<file path="src/sv/round_robin_task_scheduler_unit_macros.svh">
// Assertion macros shared by the scheduler RTL.
`ifndef ROUND_ROBIN_TASK_SCHEDULER_UNIT_MACROS_SVH
`define ROUND_ROBIN_TASK_SCHEDULER_UNIT_MACROS_SVH

// Same-cycle implication, sampled on clk, off while arst_n is low.
`define RRTS_ASSERT_NOW(label, ante, cons) \
	label: assert property (@(posedge clk) disable iff (!arst_n) (ante) |-> (cons)) \
		else $error("scheduler assertion failed");

// Next-cycle implication, sampled on clk, off while arst_n is low.
`define RRTS_ASSERT_NEXT(label, ante, cons) \
	label: assert property (@(posedge clk) disable iff (!arst_n) (ante) |=> (cons)) \
		else $error("scheduler assertion failed");

`endif

</file>
<file path="src/sv/rrts_pkg.sv">
// Shared constants and types of the round-robin task scheduler.
`timescale 1ns / 1ps
`default_nettype none

package rrts_pkg;

	localparam int MAX_TASKS = 16;
	localparam int PID_BITS  = 16;
	localparam int SLOT_W    = $clog2(MAX_TASKS);
	localparam int CNT_W     = $clog2(MAX_TASKS + 1);
	localparam int CTR_W     = PID_BITS + 1;
	localparam int KIND_W    = 3;
	localparam int STATUS_W  = 2;

	// Command kinds
	localparam logic [KIND_W-1:0] K_CREATE = 3'd0;
	localparam logic [KIND_W-1:0] K_START  = 3'd1;
	localparam logic [KIND_W-1:0] K_YIELD  = 3'd2;
	localparam logic [KIND_W-1:0] K_EXIT   = 3'd3;
	localparam logic [KIND_W-1:0] K_SCHED  = 3'd4;

	// Result status codes
	localparam logic [STATUS_W-1:0] ST_DONE = 2'd0;
	localparam logic [STATUS_W-1:0] ST_FULL = 2'd1;
	localparam logic [STATUS_W-1:0] ST_NONE = 2'd2;
	localparam logic [STATUS_W-1:0] ST_PIDS = 2'd3;

	// Control from the sequencer to the slot picker
	typedef struct packed {
		logic                clear;
		logic                step;
		logic [SLOT_W-1:0]   slot;
		logic [PID_BITS-1:0] pid;
		logic [PID_BITS-1:0] floor_pid;
		logic [PID_BITS-1:0] target;
	} pick_ctl_t;

	// Running best candidates collected over one scan
	typedef struct packed {
		logic                any_vld;
		logic [SLOT_W-1:0]   any_slot;
		logic [PID_BITS-1:0] any_pid;
		logic                above_vld;
		logic [SLOT_W-1:0]   above_slot;
		logic [PID_BITS-1:0] above_pid;
		logic                match_vld;
		logic [SLOT_W-1:0]   match_slot;
	} pick_res_t;

endpackage

`default_nettype wire

</file>
<file path="src/sv/rrts_if.sv">
// Command and response channel interfaces of the scheduler.
`timescale 1ns / 1ps
`default_nettype none

interface rrts_cmd_if import rrts_pkg::*; ();
	logic                valid;
	logic                ready;
	logic [KIND_W-1:0]   kind;
	logic [PID_BITS-1:0] target_pid;

	modport source (output valid, kind, target_pid, input ready);
	modport sink   (input valid, kind, target_pid, output ready);
endinterface

interface rrts_rsp_if import rrts_pkg::*; ();
	logic                valid;
	logic                ready;
	logic [STATUS_W-1:0] status;
	logic [PID_BITS-1:0] new_pid;
	logic [PID_BITS-1:0] running_pid;
	logic [CNT_W-1:0]    task_count;
	logic [CNT_W-1:0]    ready_count;

	modport source (output valid, status, new_pid, running_pid, task_count, ready_count,
		input ready);
	modport sink   (input valid, status, new_pid, running_pid, task_count, ready_count,
		output ready);
endinterface

`default_nettype wire

</file>
<file path="src/sv/rrts_pick.sv">
// Slot picker: folds one scanned slot per cycle into the best candidates.
`timescale 1ns / 1ps
`default_nettype none

module rrts_pick import rrts_pkg::*; (
	input  wire logic      clk,
	input  wire logic      arst_n,
	input  wire pick_ctl_t ctl,
	output pick_res_t      res
);

	pick_res_t res_q;

	// Track lowest ready pid, lowest ready pid above the floor, and the target match
	always_ff @(posedge clk or negedge arst_n) begin
		if (!arst_n) begin
			res_q.any_vld   <= 1'b0;
			res_q.above_vld <= 1'b0;
			res_q.match_vld <= 1'b0;
		end else if (ctl.clear) begin
			res_q.any_vld   <= 1'b0;
			res_q.above_vld <= 1'b0;
			res_q.match_vld <= 1'b0;
		end else if (ctl.step) begin
			if (!res_q.any_vld || ctl.pid < res_q.any_pid) begin
				res_q.any_vld  <= 1'b1;
				res_q.any_slot <= ctl.slot;
				res_q.any_pid  <= ctl.pid;
			end
			if (ctl.pid > ctl.floor_pid && (!res_q.above_vld || ctl.pid < res_q.above_pid)) begin
				res_q.above_vld  <= 1'b1;
				res_q.above_slot <= ctl.slot;
				res_q.above_pid  <= ctl.pid;
			end
			if (!res_q.match_vld && ctl.pid == ctl.target) begin
				res_q.match_vld  <= 1'b1;
				res_q.match_slot <= ctl.slot;
			end
		end
	end

	assign res = res_q;

endmodule

`default_nettype wire

</file>
<file path="src/sv/round_robin_task_scheduler_unit.sv">
// Round-robin task scheduler: top level with slot table, scan sequencer and response register.
//
// Keeps MAX_TASKS task slots; used and running flags sit in flip-flops, the pid of each
// slot sits in a synchronous RAM with a registered read. Every command yields
// exactly one response transaction carrying the status, the pid handed out by create,
// the current pid and the task and ready counts after the command. Create, and any
// command that is a no-op from the start (yield or exit with no current task, schedule
// with one, unknown kinds), go straight from acceptance to the decide state. Start,
// yield, exit and schedule otherwise walk the pid RAM one slot per cycle, then pass
// through a drain state for the registered RAM read before they decide. One
// command is in work at a time; a finished response waits in the output register while
// the next command is taken.
`timescale 1ns / 1ps
`default_nettype none

`include "round_robin_task_scheduler_unit_macros.svh"

module round_robin_task_scheduler_unit import rrts_pkg::*; (
	input  wire logic clk,
	input  wire logic arst_n,
	rrts_cmd_if.sink  cmd,
	rrts_rsp_if.source rsp
);

	localparam logic [1:0] S_IDLE   = 2'd0;
	localparam logic [1:0] S_SCAN   = 2'd1;
	localparam logic [1:0] S_DRAIN  = 2'd2;
	localparam logic [1:0] S_DECIDE = 2'd3;

	logic [1:0]           state_q;
	logic [MAX_TASKS-1:0] used_q, running_q;
	logic                 have_q;
	logic [SLOT_W-1:0]    cur_q;
	logic [PID_BITS-1:0]  cur_pid_q;
	logic [CNT_W-1:0]     task_cnt_q, ready_cnt_q;
	logic [CTR_W-1:0]     ctr_q;
	logic [KIND_W-1:0]    kind_q;
	logic [PID_BITS-1:0]  target_q;
	logic [SLOT_W-1:0]    idx_q;

	logic                 vld_s1;
	logic [SLOT_W-1:0]    slot_s1;
	logic [PID_BITS-1:0]  pid_s1;

	logic [PID_BITS-1:0]  pid_mem [MAX_TASKS];

	logic                 rsp_vld_q;
	logic [STATUS_W-1:0]  rsp_status_q;
	logic [PID_BITS-1:0]  rsp_new_pid_q, rsp_run_pid_q;
	logic [CNT_W-1:0]     rsp_task_q, rsp_ready_q;

	logic                 cmd_fire, dec_fire, go_scan;
	logic                 full;
	logic [SLOT_W-1:0]    free_slot;
	pick_ctl_t            pick_ctl;
	pick_res_t            pick_res;

	logic [MAX_TASKS-1:0] nxt_used, nxt_run;
	logic                 nxt_have;
	logic [SLOT_W-1:0]    nxt_cur;
	logic [PID_BITS-1:0]  nxt_cur_pid;
	logic [CNT_W-1:0]     nxt_task, nxt_ready;
	logic [CTR_W-1:0]     nxt_ctr;
	logic [STATUS_W-1:0]  res_status;
	logic [PID_BITS-1:0]  res_new_pid;
	logic                 mem_we;
	logic [SLOT_W-1:0]    yld_slot;
	logic [PID_BITS-1:0]  yld_pid;

	assign cmd.ready = (state_q == S_IDLE);
	assign cmd_fire  = cmd.valid && cmd.ready;
	assign dec_fire  = (state_q == S_DECIDE) && (!rsp_vld_q || rsp.ready);

	// Commands that need a walk over the pid table
	always_comb begin
		case (cmd.kind)
			K_START: go_scan = 1'b1;
			K_YIELD: go_scan = have_q;
			K_EXIT:  go_scan = have_q;
			K_SCHED: go_scan = !have_q;
			default: go_scan = 1'b0;
		endcase
	end

	// Lowest free slot
	always_comb begin
		full      = &used_q;
		free_slot = '0;
		for (int i = MAX_TASKS - 1; i >= 0; i--) begin
			if (!used_q[i]) free_slot = SLOT_W'(i);
		end
	end

	// Sequencer
	always_ff @(posedge clk or negedge arst_n) begin
		if (!arst_n) begin
			state_q <= S_IDLE;
			idx_q   <= '0;
			vld_s1  <= 1'b0;
		end else begin
			vld_s1 <= (state_q == S_SCAN);
			case (state_q)
				S_IDLE: begin
					if (cmd_fire) begin
						idx_q   <= '0;
						state_q <= go_scan ? S_SCAN : S_DECIDE;
					end
				end
				S_SCAN: begin
					idx_q <= idx_q + SLOT_W'(1);
					if (idx_q == SLOT_W'(MAX_TASKS - 1)) state_q <= S_DRAIN;
				end
				S_DRAIN: state_q <= S_DECIDE;
				S_DECIDE: begin
					if (dec_fire) state_q <= S_IDLE;
				end
				default: state_q <= S_IDLE;
			endcase
		end
	end

	// Latch the command
	always_ff @(posedge clk) begin
		if (cmd_fire) begin
			kind_q   <= cmd.kind;
			target_q <= cmd.target_pid;
		end
	end

	// Pid RAM: write on create, registered read during the scan
	always_ff @(posedge clk) begin
		if (mem_we) pid_mem[free_slot] <= ctr_q[PID_BITS-1:0];
	end

	always_ff @(posedge clk) begin
		pid_s1  <= pid_mem[idx_q];
		slot_s1 <= idx_q;
	end

	// Feed ready slots to the picker
	always_comb begin
		pick_ctl.clear     = cmd_fire;
		pick_ctl.step      = vld_s1 && used_q[slot_s1] && !running_q[slot_s1];
		pick_ctl.slot      = slot_s1;
		pick_ctl.pid       = pid_s1;
		pick_ctl.floor_pid = cur_pid_q;
		pick_ctl.target    = target_q;
	end

	rrts_pick u_pick (
		.clk    (clk),
		.arst_n (arst_n),
		.ctl    (pick_ctl),
		.res    (pick_res)
	);

	// Yield target: next pid above current, else wrap to the lowest
	assign yld_slot = pick_res.above_vld ? pick_res.above_slot : pick_res.any_slot;
	assign yld_pid  = pick_res.above_vld ? pick_res.above_pid  : pick_res.any_pid;

	// Work out the command's effect
	always_comb begin
		nxt_used    = used_q;
		nxt_run     = running_q;
		nxt_have    = have_q;
		nxt_cur     = cur_q;
		nxt_cur_pid = cur_pid_q;
		nxt_task    = task_cnt_q;
		nxt_ready   = ready_cnt_q;
		nxt_ctr     = ctr_q;
		res_status  = ST_NONE;
		res_new_pid = '0;
		mem_we      = 1'b0;
		case (kind_q)
			K_CREATE: begin
				if (full) begin
					res_status = ST_FULL;
				end else if (ctr_q[PID_BITS]) begin
					res_status = ST_PIDS;
				end else begin
					nxt_used[free_slot] = 1'b1;
					nxt_run[free_slot]  = 1'b0;
					mem_we              = dec_fire;
					res_new_pid         = ctr_q[PID_BITS-1:0];
					nxt_ctr             = ctr_q + CTR_W'(1);
					nxt_task            = task_cnt_q + CNT_W'(1);
					nxt_ready           = ready_cnt_q + CNT_W'(1);
					res_status          = ST_DONE;
				end
			end
			K_START: begin
				if (pick_res.match_vld) begin
					nxt_run[pick_res.match_slot] = 1'b1;
					nxt_cur     = pick_res.match_slot;
					nxt_have    = 1'b1;
					nxt_cur_pid = target_q;
					nxt_ready   = ready_cnt_q - CNT_W'(1);
					res_status  = ST_DONE;
				end
			end
			K_YIELD: begin
				if (have_q && pick_res.any_vld && yld_slot != cur_q) begin
					nxt_run[cur_q]    = 1'b0;
					nxt_run[yld_slot] = 1'b1;
					nxt_cur           = yld_slot;
					nxt_cur_pid       = yld_pid;
					res_status        = ST_DONE;
				end
			end
			K_EXIT: begin
				if (have_q) begin
					nxt_used[cur_q] = 1'b0;
					nxt_run[cur_q]  = 1'b0;
					nxt_task        = task_cnt_q - CNT_W'(1);
					nxt_have        = 1'b0;
					nxt_cur         = '0;
					res_status      = ST_DONE;
					if (pick_res.any_vld) begin
						nxt_run[pick_res.any_slot] = 1'b1;
						nxt_cur     = pick_res.any_slot;
						nxt_cur_pid = pick_res.any_pid;
						nxt_have    = 1'b1;
						nxt_ready   = ready_cnt_q - CNT_W'(1);
					end
				end
			end
			K_SCHED: begin
				if (!have_q && pick_res.any_vld) begin
					nxt_run[pick_res.any_slot] = 1'b1;
					nxt_cur     = pick_res.any_slot;
					nxt_cur_pid = pick_res.any_pid;
					nxt_have    = 1'b1;
					nxt_ready   = ready_cnt_q - CNT_W'(1);
					res_status  = ST_DONE;
				end
			end
			default: res_status = ST_NONE;
		endcase
	end

	// Commit scheduler state
	always_ff @(posedge clk or negedge arst_n) begin
		if (!arst_n) begin
			used_q      <= '0;
			running_q   <= '0;
			have_q      <= 1'b0;
			cur_q       <= '0;
			cur_pid_q   <= '0;
			task_cnt_q  <= '0;
			ready_cnt_q <= '0;
			ctr_q       <= CTR_W'(1);
		end else if (dec_fire) begin
			used_q      <= nxt_used;
			running_q   <= nxt_run;
			have_q      <= nxt_have;
			cur_q       <= nxt_cur;
			cur_pid_q   <= nxt_cur_pid;
			task_cnt_q  <= nxt_task;
			ready_cnt_q <= nxt_ready;
			ctr_q       <= nxt_ctr;
		end
	end

	// Response register: load on decide, drop when taken
	always_ff @(posedge clk or negedge arst_n) begin
		if (!arst_n) begin
			rsp_vld_q <= 1'b0;
		end else if (dec_fire) begin
			rsp_vld_q <= 1'b1;
		end else if (rsp.ready) begin
			rsp_vld_q <= 1'b0;
		end
	end

	always_ff @(posedge clk) begin
		if (dec_fire) begin
			rsp_status_q  <= res_status;
			rsp_new_pid_q <= res_new_pid;
			rsp_run_pid_q <= nxt_have ? nxt_cur_pid : '0;
			rsp_task_q    <= nxt_task;
			rsp_ready_q   <= nxt_ready;
		end
	end

	assign rsp.valid       = rsp_vld_q;
	assign rsp.status      = rsp_status_q;
	assign rsp.new_pid     = rsp_new_pid_q;
	assign rsp.running_pid = rsp_run_pid_q;
	assign rsp.task_count  = rsp_task_q;
	assign rsp.ready_count = rsp_ready_q;

	// Checks
	`RRTS_ASSERT_NOW(a_ready_le_tasks, 1'b1, ready_cnt_q <= task_cnt_q)
	`RRTS_ASSERT_NOW(a_current_is_running, have_q, used_q[cur_q] && running_q[cur_q])
	`RRTS_ASSERT_NEXT(a_cmd_starts_work, cmd_fire, state_q != S_IDLE)
	`RRTS_ASSERT_NEXT(a_decide_loads_rsp, dec_fire, rsp_vld_q)

endmodule

`default_nettype wire

</file>
<file path="src/flat_wrapper.sv">
// flat-port wrapper written by rule: the top's interface ports become plain ports
module round_robin_task_scheduler_unit_flat import rrts_pkg::*;
  (clk, arst_n, cmd_valid, cmd_kind, cmd_target_pid, cmd_ready, rsp_valid, rsp_status, rsp_new_pid, rsp_running_pid, rsp_task_count, rsp_ready_count, rsp_ready);
  rrts_cmd_if cmd_i ();
  rrts_rsp_if rsp_i ();
  input  wire logic clk;
  input  wire logic arst_n;
  input wire logic [$bits(cmd_i.valid)-1:0] cmd_valid;
  input wire logic [$bits(cmd_i.kind)-1:0] cmd_kind;
  input wire logic [$bits(cmd_i.target_pid)-1:0] cmd_target_pid;
  output wire logic [$bits(cmd_i.ready)-1:0] cmd_ready;
  output wire logic [$bits(rsp_i.valid)-1:0] rsp_valid;
  output wire logic [$bits(rsp_i.status)-1:0] rsp_status;
  output wire logic [$bits(rsp_i.new_pid)-1:0] rsp_new_pid;
  output wire logic [$bits(rsp_i.running_pid)-1:0] rsp_running_pid;
  output wire logic [$bits(rsp_i.task_count)-1:0] rsp_task_count;
  output wire logic [$bits(rsp_i.ready_count)-1:0] rsp_ready_count;
  input wire logic [$bits(rsp_i.ready)-1:0] rsp_ready;
  assign cmd_i.valid = cmd_valid;
  assign cmd_i.kind = cmd_kind;
  assign cmd_i.target_pid = cmd_target_pid;
  assign cmd_ready = cmd_i.ready;
  assign rsp_valid = rsp_i.valid;
  assign rsp_status = rsp_i.status;
  assign rsp_new_pid = rsp_i.new_pid;
  assign rsp_running_pid = rsp_i.running_pid;
  assign rsp_task_count = rsp_i.task_count;
  assign rsp_ready_count = rsp_i.ready_count;
  assign rsp_i.ready = rsp_ready;
  round_robin_task_scheduler_unit u_core (.clk(clk), .arst_n(arst_n), .cmd(cmd_i), .rsp(rsp_i));
endmodule
</file>
<file path="config.mk">
export PLATFORM = sky130hd
export DESIGN_NAME = round_robin_task_scheduler_unit_flat
export DESIGN_NICKNAME = d
export VERILOG_FILES = /design/src/sv/rrts_pkg.sv /design/src/sv/rrts_if.sv /design/src/sv/rrts_pick.sv /design/src/sv/round_robin_task_scheduler_unit.sv /design/src/flat_wrapper.sv
export VERILOG_INCLUDE_DIRS = /design/src /design/src/sv
export SDC_FILE = /design/constraint.sdc
export NUM_CORES = 1
export LEC_CHECK = 0
export BUFFER_PORTS_ARGS = -buffer_cell sky130_fd_sc_hd__buf_2
export CAP_MARGIN = 20
export CORE_MARGIN = 3
export CORE_UTILIZATION = 45
export CTS_CLUSTER_DIAMETER = 80
export DETAILED_ROUTE_END_ITERATION = 16
export HOLD_SLACK_MARGIN = 0.02
export PLACE_DENSITY = 0.61
export SLEW_MARGIN = 20
export SYNTH_ARGS = -nofsm -noshare
export SYNTH_HDL_FRONTEND = slang
export SYNTH_SLANG_ARGS = --single-unit
export TNS_END_PERCENT = 20
</file>
<file path="constraint.sdc">
create_clock -name clk -period 3.7 [get_ports clk]
set_input_delay 0.185 -clock clk [delete_from_list [all_inputs] [get_ports clk]]
set_output_delay 0.185 -clock clk [all_outputs]
set_load 0.02 [all_outputs]
</file>
==> results of run 1 <==
[cells by family (layout without fill, tap and decap cells)]
| group | after synthesis | count (layout) | synth area share [%] |
|---|---|---|---|
| AOI/OAI and AO/OA | 391 | 391 | 12.54 |
| muxes | 108 | 108 | 7.078 |
| buffers and inverters | 154 | 309 | 2.840 |
| xor gates and xnor gates | 49 | 49 | 2.008 |
| adders and majority gates | 56 | 56 | 3.279 |
| and+or+nand+nor | 359 | 359 | 8.712 |
| DFF | 474 | 474 | 63.54 |
[synthesized netlist by cell type, types with 14 or more instances]
cell / count / area (sq um)
nor2b_1: 14 / 87.58
inv_1: 74 / 277.8
a31oi_1: 16 / 100.1
dfxtp_1: 20 / 400.4
xor2_1: 19 / 166.4
a22oi_1: 18 / 135.1
a222oi_1: 15 / 150.1
a21oi_1: 60 / 300.3
nor3_1: 24 / 120.1
ha_1: 56 / 700.7
nand2b_1: 22 / 137.6
clkbuf_1: 54 / 202.7
a21o_1: 15 / 112.6
edfxtp_1: 363 / 10900
o2bb2ai_1: 16 / 140.1
mux2i_1: 71 / 710.7
o22ai_1: 26 / 162.7
nand3_1: 21 / 105.1
o21ai_0: 98 / 490.5
dfrtp_1: 90 / 2252
and3_1: 24 / 150.1
nand4_1: 17 / 106.4
xnor2_1: 30 / 262.8
buf_2: 14 / 70.07
nor4_1: 15 / 93.84
mux4_2: 34 / 765.7
a221oi_1: 38 / 332.8
nor2_1: 58 / 217.7
nand2_1: 112 / 420.4
[where the power goes]
group	internal, mW	switching [mW]	leakage, nW
combinational	1.62	2.68	3.31
sequential	6.52	0.873	4.96
clock	2.85	2.07	0.793
[tightest hold or removal path, stage by stage]
cell and delay, ns:
buf_2 0.07, nand2b_1 0.23, nand2_1 0.16
[cell type report]
cell class,instances,area [sq um],share of cell area [%]
multi-input cells,963,7244,29.60
clock inverters,26,201.4,0.8232
clock buffers,69,1426,5.829
repair buffers,139,975.9,3.988
inverters,75,281.5,1.150
flip-flops and latches,474,13580,55.50
well taps,607,759.5,3.103
[worst max path at each step]
stage                            startpoint                     to  slack, ns
final                      u_core.kind_q[2]    u_core.cur_pid_q[4]       0.49
after global routing       u_core.kind_q[2]    u_core.cur_pid_q[4]       0.19
after CTS                  u_core.kind_q[2]    u_core.cur_pid_q[4]       0.50
after detailed placement   u_core.kind_q[2]    u_core.cur_pid_q[6]       0.49
after global placement     u_core.kind_q[2]   u_core.cur_pid_q[10]       0.69
after floorplan           u_core.slot_s1[0]  u_core.u_pick.res[10]       0.06
[what timing repair did]
| item | CTS | global route |
|---|---|---|
| endpoints found under the hold margin | 57 | 0 |
| hold buffers | 20 | 0 |
| setup endpoints to repair | 0 | 0 |
[metrics by stage]
stage / total power, mW / instance area (sq um) / hold slack, ns / std cells
after floorplan: 10.08 / 21370 / -0.1106 / 1591
after global placement: 11.67 / 22640 / 0.3599 / 2238
after detailed placement: 11.76 / 22640 / 0.3634 / 2238
after CTS: 16.71 / 24470 / 0.06465 / 2353
after global routing: 17.42 / 24470 / 0.1323 / 2353
final: 16.61 / 24470 / 0.1439 / 2353
[routing by layer]
layer	vias up	wire length, microns
met5	-	0
li1	6422	-
met4	0	1696
met1	7103	24630
met3	110	3715
met2	531	27460
[flip-flops by register name, summed over array words and instances (netlist names), 5 cells and up]
register / count
u_core.pid_mem: 256
u_core.u_pick.res: 47
u_core.ctr_q: 17
u_core.cur_pid_q: 16
u_core.pid_s1: 16
u_core.rsp.new_pid: 16
u_core.rsp.running_pid: 16
u_core.running_q: 16
u_core.target_q: 16
u_core.used_q: 16
u_core.ready_cnt_q: 5
u_core.rsp.ready_count: 5
u_core.rsp.task_count: 5
u_core.task_cnt_q: 5
==> summary by stage, run 1 <==
Cells and area
In the final design database the tool counted 1783 nets. Measured on the finished design, the core utilization comes to 52.34%. The commonest non-fill, non-tap cell in the layout is edfxtp_1.

The library cells used most frequently in the layout, excluding fill and tap cells, are edfxtp_1, nand2_1, o21ai_0. After filler insertion, the fill cell instance count of the layout stands at between 3k and 4k. The post-synthesis to final-layout area growth is 14.51%. The repair_antennas step left the layout with diodes totalling 0.

The post-route netlist has 15.46% of its cells at a drive strength greater than 1.

Clock network
The clock-pin slew reported for the worst setup and hold paths after clock tree synthesis is ~0.060 ns. TritonCTS built the clock tree. Clock tree synthesis inserted a total of 51 buffers. The post-CTS setup buffer count is 0.

The largest buffer count on any clock path is 3. Once the clock tree was built, the resizer swapped 0 gates to a different size. For the worst-skew pair, the clock arrives at the later sink with an insertion delay of 0.59 ns. The number of sinks handled by clock tree synthesis is 474. The H-tree generated during clock tree synthesis spans 2 levels. CTS placed an instance of clkbuf_16 at the clock tree root.

GRT
For this run the aggregate overflow at the end of global routing stands at 0. The global-route track usage on met1 is 31.27%. The via count of the first global-routing pass is approximately 14k. The global routing usage on met2 is 37.56%. The largest net degree at the start of global routing is 54. Global routing used 3.853% of the available met3 tracks.

The first-pass GRT wire length is 87230 microns. The layer flagged by global routing as most heavily used is met2. The initial antenna violation count is 2. For this run, the total global-route usage over all layers was measured as 22.92%.

Hold path
The worst hold path was traced through 3 stages. In this run the worst hold path is classified as in2reg. The capture endpoint of the worst hold path is u_core.rsp.valid. In this run the most critical hold path is launched from rsp_ready.

Worst setup path
Measured in cells, the most critical reg-to-reg path has a length of 6. The slowest stage cell on the critical path is a21oi_1. Counting stages on the worst path, the most repeated cell is a21oi_1. The critical path goes through nor4b_1, a21o_1, a21oi_1, a21oi_1, nand2_1, o2bb2ai_1. The startpoint class of the critical path is a flop. The critical path in this run is classified as reg2reg. On the worst path, the slowest cell contributes a delay of 0.82 ns.

The largest driver fanout on the critical path is 24. Data on the critical path is required at its endpoint by slightly above 4 ns. The endpoint identified for the worst register-to-register timing path is u_core.cur_pid_q[4].

STA classifies the critical path endpoint as a flop. The cell family with the largest share of critical-path delay is compound AO/OA/AOI/OAI gates. The number of logic stages on the critical path including buffering is 6. Data on the critical path arrives at its endpoint at 3.65 ns. The register-to-register path setup slack is 0.49 ns.

The reg-to-reg startpoint is u_core.kind_q[2]. The critical path contains buffers and inverters numbering 0 combined.

Synthesis
The synthesized netlist occupies a cell area of 21370 sq um. Of all flip-flops after synthesis, the portion carrying an async set or reset was 19.20%. The number of flops mapped to enable cells by yosys is 363. The distinct cell type count after synthesis is between 80 and 90. The count of mapped cells out of synthesis is 1591. The average instance in the mapped netlist occupies ~13 sq um. The count of yosys warnings during synthesis is 0. The count of state elements after synthesis is 474.

Summing the sequential cell areas from Yosys gives a little under two thirds of the chip area. The net count of the mapped netlist is 1670. The leading register cell type out of synthesis is edfxtp_1.

Route
Across all layers, the routed design uses 14.17k vias. The detail route stage leaves a number of antenna-violating nets equal to 0. The length of the first detailed-routing pass in iterations is 5. After detailed routing, the number of remaining DRC violations is 0. The number of vias per cell after detailed routing is 6.020.

Wires add up to approximately 58000 microns. The initial DRC count is 1392. Dividing the detail-routed wire length by the instance count gives roughly 24 microns.

Floorplan
The initial utilization of the core area, before any placement, comes to 45.71%. The number of placed I/O pins is 69. The placement row count is 79. The placeable core region is about 47000 sq um. The die outline width is about 220 microns. The floorplan die area is roughly 50000 sq um. The die span in y is 223.9 microns.

STA
The final-report setup violation count is 0. Setup repair after global routing left no endpoint under its margin. The worst pin sits at a relative slew slack of 30.09%. The final critical path takes up 86.75% of the cycle.

The hold violation total from the final report is 0. The smallest setup slack after layout is roughly 0.49 ns. The count of final max-slew check failures came to 0. Setup total negative slack on the finished layout was measured at 0 ns. Timing would allow up to between 300 and 400 MHz. The shortest clock period the worst path allows after layout is 3.210 ns. At the pin with the least slew margin, the transition time is 1.046 ns. The clock tree skew after final layout is 0.01960 ns.

Pwr
The leakage power total is 9.064 nW. The peak ir drop on the vdd network is about 0.46 mV. The power density over the cells is about 680 nW/um^2.

Placement
Once detailed placement completed, the half-perimeter wirelength came to 38040 microns. The worst-case setup slack after placement is about 0.49 ns. Routability-driven placement finished with a final weighted congestion of 0.9122. In this run the tool buffered the top-level ports with 68 buffer cells.

Outcome
The run finished with clean final reports.

Flow run
The max-capacitance violation count is 0.
(Power assumes the default switching activity.)
==> run 2, diff against run 1 <==
--- a/config.mk
+++ b/config.mk
@@ -6,6 +6,7 @@
 export SDC_FILE = /design/constraint.sdc
 export NUM_CORES = 1
 export LEC_CHECK = 0
+export ABC_AREA = 1
 export BUFFER_PORTS_ARGS = -buffer_cell sky130_fd_sc_hd__buf_2
 export CAP_MARGIN = 20
 export CORE_MARGIN = 3
@@ -18,4 +19,3 @@
 export SYNTH_ARGS = -nofsm -noshare
 export SYNTH_HDL_FRONTEND = slang
 export SYNTH_SLANG_ARGS = --single-unit
-export TNS_END_PERCENT = 20
==> run 2 against run 1 <==
Fmax is 0.19% higher. Register-to-register slack barely moved. Die area is 0.69% higher. Final cell count increased by 19%. Worst setup slack improved by 0.0062 ns. Sequential power shrank 4.9%. Flip-flop and latch count stayed put. Design area increased by 1.0%.
==> summary by stage, run 2 <==
Outcome
The run finished with clean final reports.

Hold path
The startpoint identified for the worst hold timing path is cmd_valid. The worst hold path was traced through 5 stages. The capture endpoint of the worst hold path is u_core.idx_q[1]. In this run the worst hold path is classified as in2reg.

Synthesis
The net count of the mapped netlist is 2103. The count of state elements after synthesis is approximately 470. The synthesized netlist devotes a little over an eighth of its cell area to simple gates. The number of flops mapped to enable cells by yosys is 363. The combined area of all synthesized cells is 21520 sq um. Synthesis produced 2024 cells. The share of synthesized area spent on multiplexers is 0.09302%.

The count of yosys warnings during synthesis is 0. The cell type with the highest aggregate area in the netlist is edfxtp_1. After synthesis, the cell types taking the most area are edfxtp_1, dfrtp_1, nand2_1. The share of Yosys cell area claimed by the top area cell type is 50.65%. The xor and xnor fraction of the mapped netlist area is under 10%. By area, the combinational part of the netlist is dominated by compound AO/OA/AOI/OAI gates. The distinct cell type count after synthesis is 60.

The average cell area after synthesis is 10.63 sq um. The share of synthesized cell area in full adder, half adder and majority cells is 3.256%. The synthesized netlist devotes 14.08% of its cell area to compound gates. Sorting the synthesized cells by how often they occur yields edfxtp_1, nand2_1, o21ai_0, nor2_1, inv_1. The share of the Yosys chip area taken by registers is 63.10%.

For this run, the leading register cell type out of synthesis is edfxtp_1. The share of synthesized registers carrying an async set or reset is 19.20%. Among all cell types in the netlist, the one instantiated most often is edfxtp_1.

Clock network
TritonCTS built the clock tree. The number of gates given a new drive strength after cts is 0. After clock tree synthesis, the clock-pin slew on the worst setup and hold paths is 0.06 ns. The number of H-tree levels is 2. For this design, the CTS-stage hold fixing added 20 buffers. The longest clock path from root to sink contains 3 buffers. The clock latency reported for the late side of the worst-skew pair is 0.62 ns. The number of sinks handled by clock tree synthesis is 474. The root cell of the clock tree is clkbuf_16. Clock tree synthesis inserted a total of 51 buffers.

The post-CTS setup buffer count is 0.

Worst setup path
For this run, the slowest stage of the critical path takes ~0.80 ns. Along the worst path, the maximum fanout reaches 20. The cell depth of the worst flop-to-flop path is 9. The number of buffer and inverter instances along the worst setup path is 1. The cell with the most instances on the worst path is nand3_1.

The setup path with the least slack is of type reg2reg. The critical path required time is ~4 ns. The slowest stage cell on the critical path is nor2_2. The startpoint identified for the worst register-to-register timing path is u_core.slot_s1[1].

The startpoint class of the critical path is a flop. The register-to-register path setup slack is 0.50 ns. The critical path goes through inv_1, o21ai_0, nand2_1, a211o_1, nand3_1, and3_1, nand3_1, or2_2, nor2_2.

Data on the critical path arrives at its endpoint at 3.40 ns. In this design, the largest share of critical-path delay is due to simple AND/OR/NAND/NOR gates. The category of the worst setup path capture point is a flop. The end of the worst register-to-register path is u_core.u_pick.res[10].

STA
The aggregate negative setup slack is 0 ns. The highest clock rate is 312.1 MHz. Subtracting the final worst setup slack from the clock period gives 3.204 ns. The slew of the pin with the lowest slew margin is 1.032 ns. The hold violation total from the final report is 0. Dividing the final minimum period by the clock period gives 86.58%. Setup repair after global routing left no endpoint under its margin. The final-report setup violation count is 0. Measured against its own limit, the worst slew margin works out to 31.14%. Between clock sinks in the finished design, the worst skew comes to 0.04413 ns. The count of final max-slew check failures was 0.

Pwr
The design draws 17.63 mW. The power density over the cells is 713.2 nW/um^2. Across the VDD grid, the largest voltage drop is between 0.4 and 0.5 mV. The leakage power total is 9.267 nW.

GRT
Entering global routing, the biggest net connects 87 pins. The via count of the first global-routing pass is 15.57k. For this run, the total global-route usage over all layers was measured as 25.15%.

The remaining global-route overflow is 0. The initial antenna violation count came to 1. The first-pass GRT wire length is 96000 microns.

Floorplan
The floorplan die area is around 50000 sq um. During I/O placement, the number of pins put on the boundary was 69. From bottom edge to top edge, the die measures ~220 microns. After floorplanning, the core was divided into 79 placement rows.

The floorplan step defined a core boundary enclosing 46850 sq um. The floorplan step set the die width to around 220 microns. The initial core utilization is 45.94%.

Placement
The placer's final routability congestion estimate is 0.9362. The number of cells after detailed placement is between 2k and 3k. The sum of net half-perimeters after detailed placement is 44510 microns. During placement, the flow inserted port buffers numbering 68.

Cells and area
The flip-flop count of the largest register, all copies and words added is 256. The register with the most flip-flops in the final layout is u_core.pid_mem. After the last flow step, the layout net total stands at 2223. The post-synthesis to final-layout area growth is 14.84%. The share of the core filled with cells is 52.75%. Leaving out fill and tap cells, the most frequent cell in the layout is edfxtp_1. The finished layout holds approximately 2.8k standard cells, fillers aside.

The number of antenna diodes in the final layout is 0. The post-route netlist has 12.03% of its cells at a drive strength greater than 1. The filler cell count in the final layout is 4207.

The top cell types in the final layout, fill and taps aside, are edfxtp_1, nand2_1, o21ai_0.

Route
In the final routed layout, each cell accounts on average for 22.98 microns. After detailed routing, the total wire length is 64180 microns. The pre-antenna-repair detailed-routing pass consisted of 6 iterations. The via count is ~16k.

Once detail routing completed, the nets flagged for antenna violations numbered 0. For this run, design rule violations remaining after detail routing come to 0. The number of vias per cell after detailed routing is roughly 5.8. The initial DRC count is 1732.

Flow run
Across the run, the number of max-cap violations was 0.
run 2: worst min-delay path, stage by stage:
cell and delay [ns]:
buf_2 0.15, nor2_1 0.06, inv_1 0.10, nand3_1 0.08
o21ai_0 0.07
run 2: worst max path at each step:
| stage | from | cells past startpoint | slack [ns] | endpoint |
|---|---|---|---|---|
| after global placement | u_core.slot_s1[1] | 9 | 0.56 | u_core.u_pick.res[23] |
| after floorplan | u_core.kind_q[0] | 10 | 0.03 | u_core.pid_mem[14][0] |
| after detailed placement | u_core.slot_s1[1] | 9 | 0.52 | u_core.u_pick.res[20] |
| after global routing | u_core.slot_s1[1] | 9 | 0.27 | u_core.u_pick.res[15] |
| after CTS | u_core.slot_s1[1] | 9 | 0.47 | u_core.u_pick.res[10] |
| final | u_core.slot_s1[1] | 9 | 0.50 | u_core.u_pick.res[10] |
run 2: routing by layer:
metal	GRT usage [%]	wire, microns	share of wire [%]	vias up
met5	0	0	0	-
met4	9.678	2382	3.7	0
met3	2.963	3501	5.5	134
met2	41.43	30850	48	574
met1	34.46	27440	43	7998
li1	-	-	-	7468
run 2: cell families (layout without fill, tap and decap cells):
kind of cell,Yosys count,after routing
XOR/XNOR,29,29
adder cells (fa/ha/maj),56,56
multiplexers,2,2
AO/OA/AOI/OAI,522,522
AND/OR/NAND/NOR,671,671
flip-flops,474,474
buffers and inverters,270,432
run 2: through the flow:
stage          cell area [sq um]  setup slack (ns)  hold WS [ns]
6_report                   24720            0.4964        0.1191
5_1_grt                    24720            0.2666        0.1282
4_1_cts                    24720            0.4677       0.07371
3_5_place_dp               22780            0.5244        0.3634
3_3_place_gp               22780            0.5608        0.3621
2_1_floorplan              21520           0.03191       -0.1106
run 2: report_power, final:
| group | total (mW) | internal, mW | switching, mW |
|---|---|---|---|
| Clock | 5.24 | 3.07 | 2.17 |
| Sequential | 7.04 | 6.40 | 0.645 |
| Combinational | 5.35 | 1.59 | 3.75 |
run 2: final cells by class:
cell class / instances / area [sq um] / share of cell area [%]
clock buffer: 66 / 1383 / 5.594
clock inverter: 29 / 349.1 / 1.412
inverter: 198 / 744.5 / 3.012
multi-input combinational: 1280 / 6959 / 28.16
sequential: 474 / 13580 / 54.96
tap: 607 / 759.5 / 3.073
timing repair buffer: 139 / 938.4 / 3.797
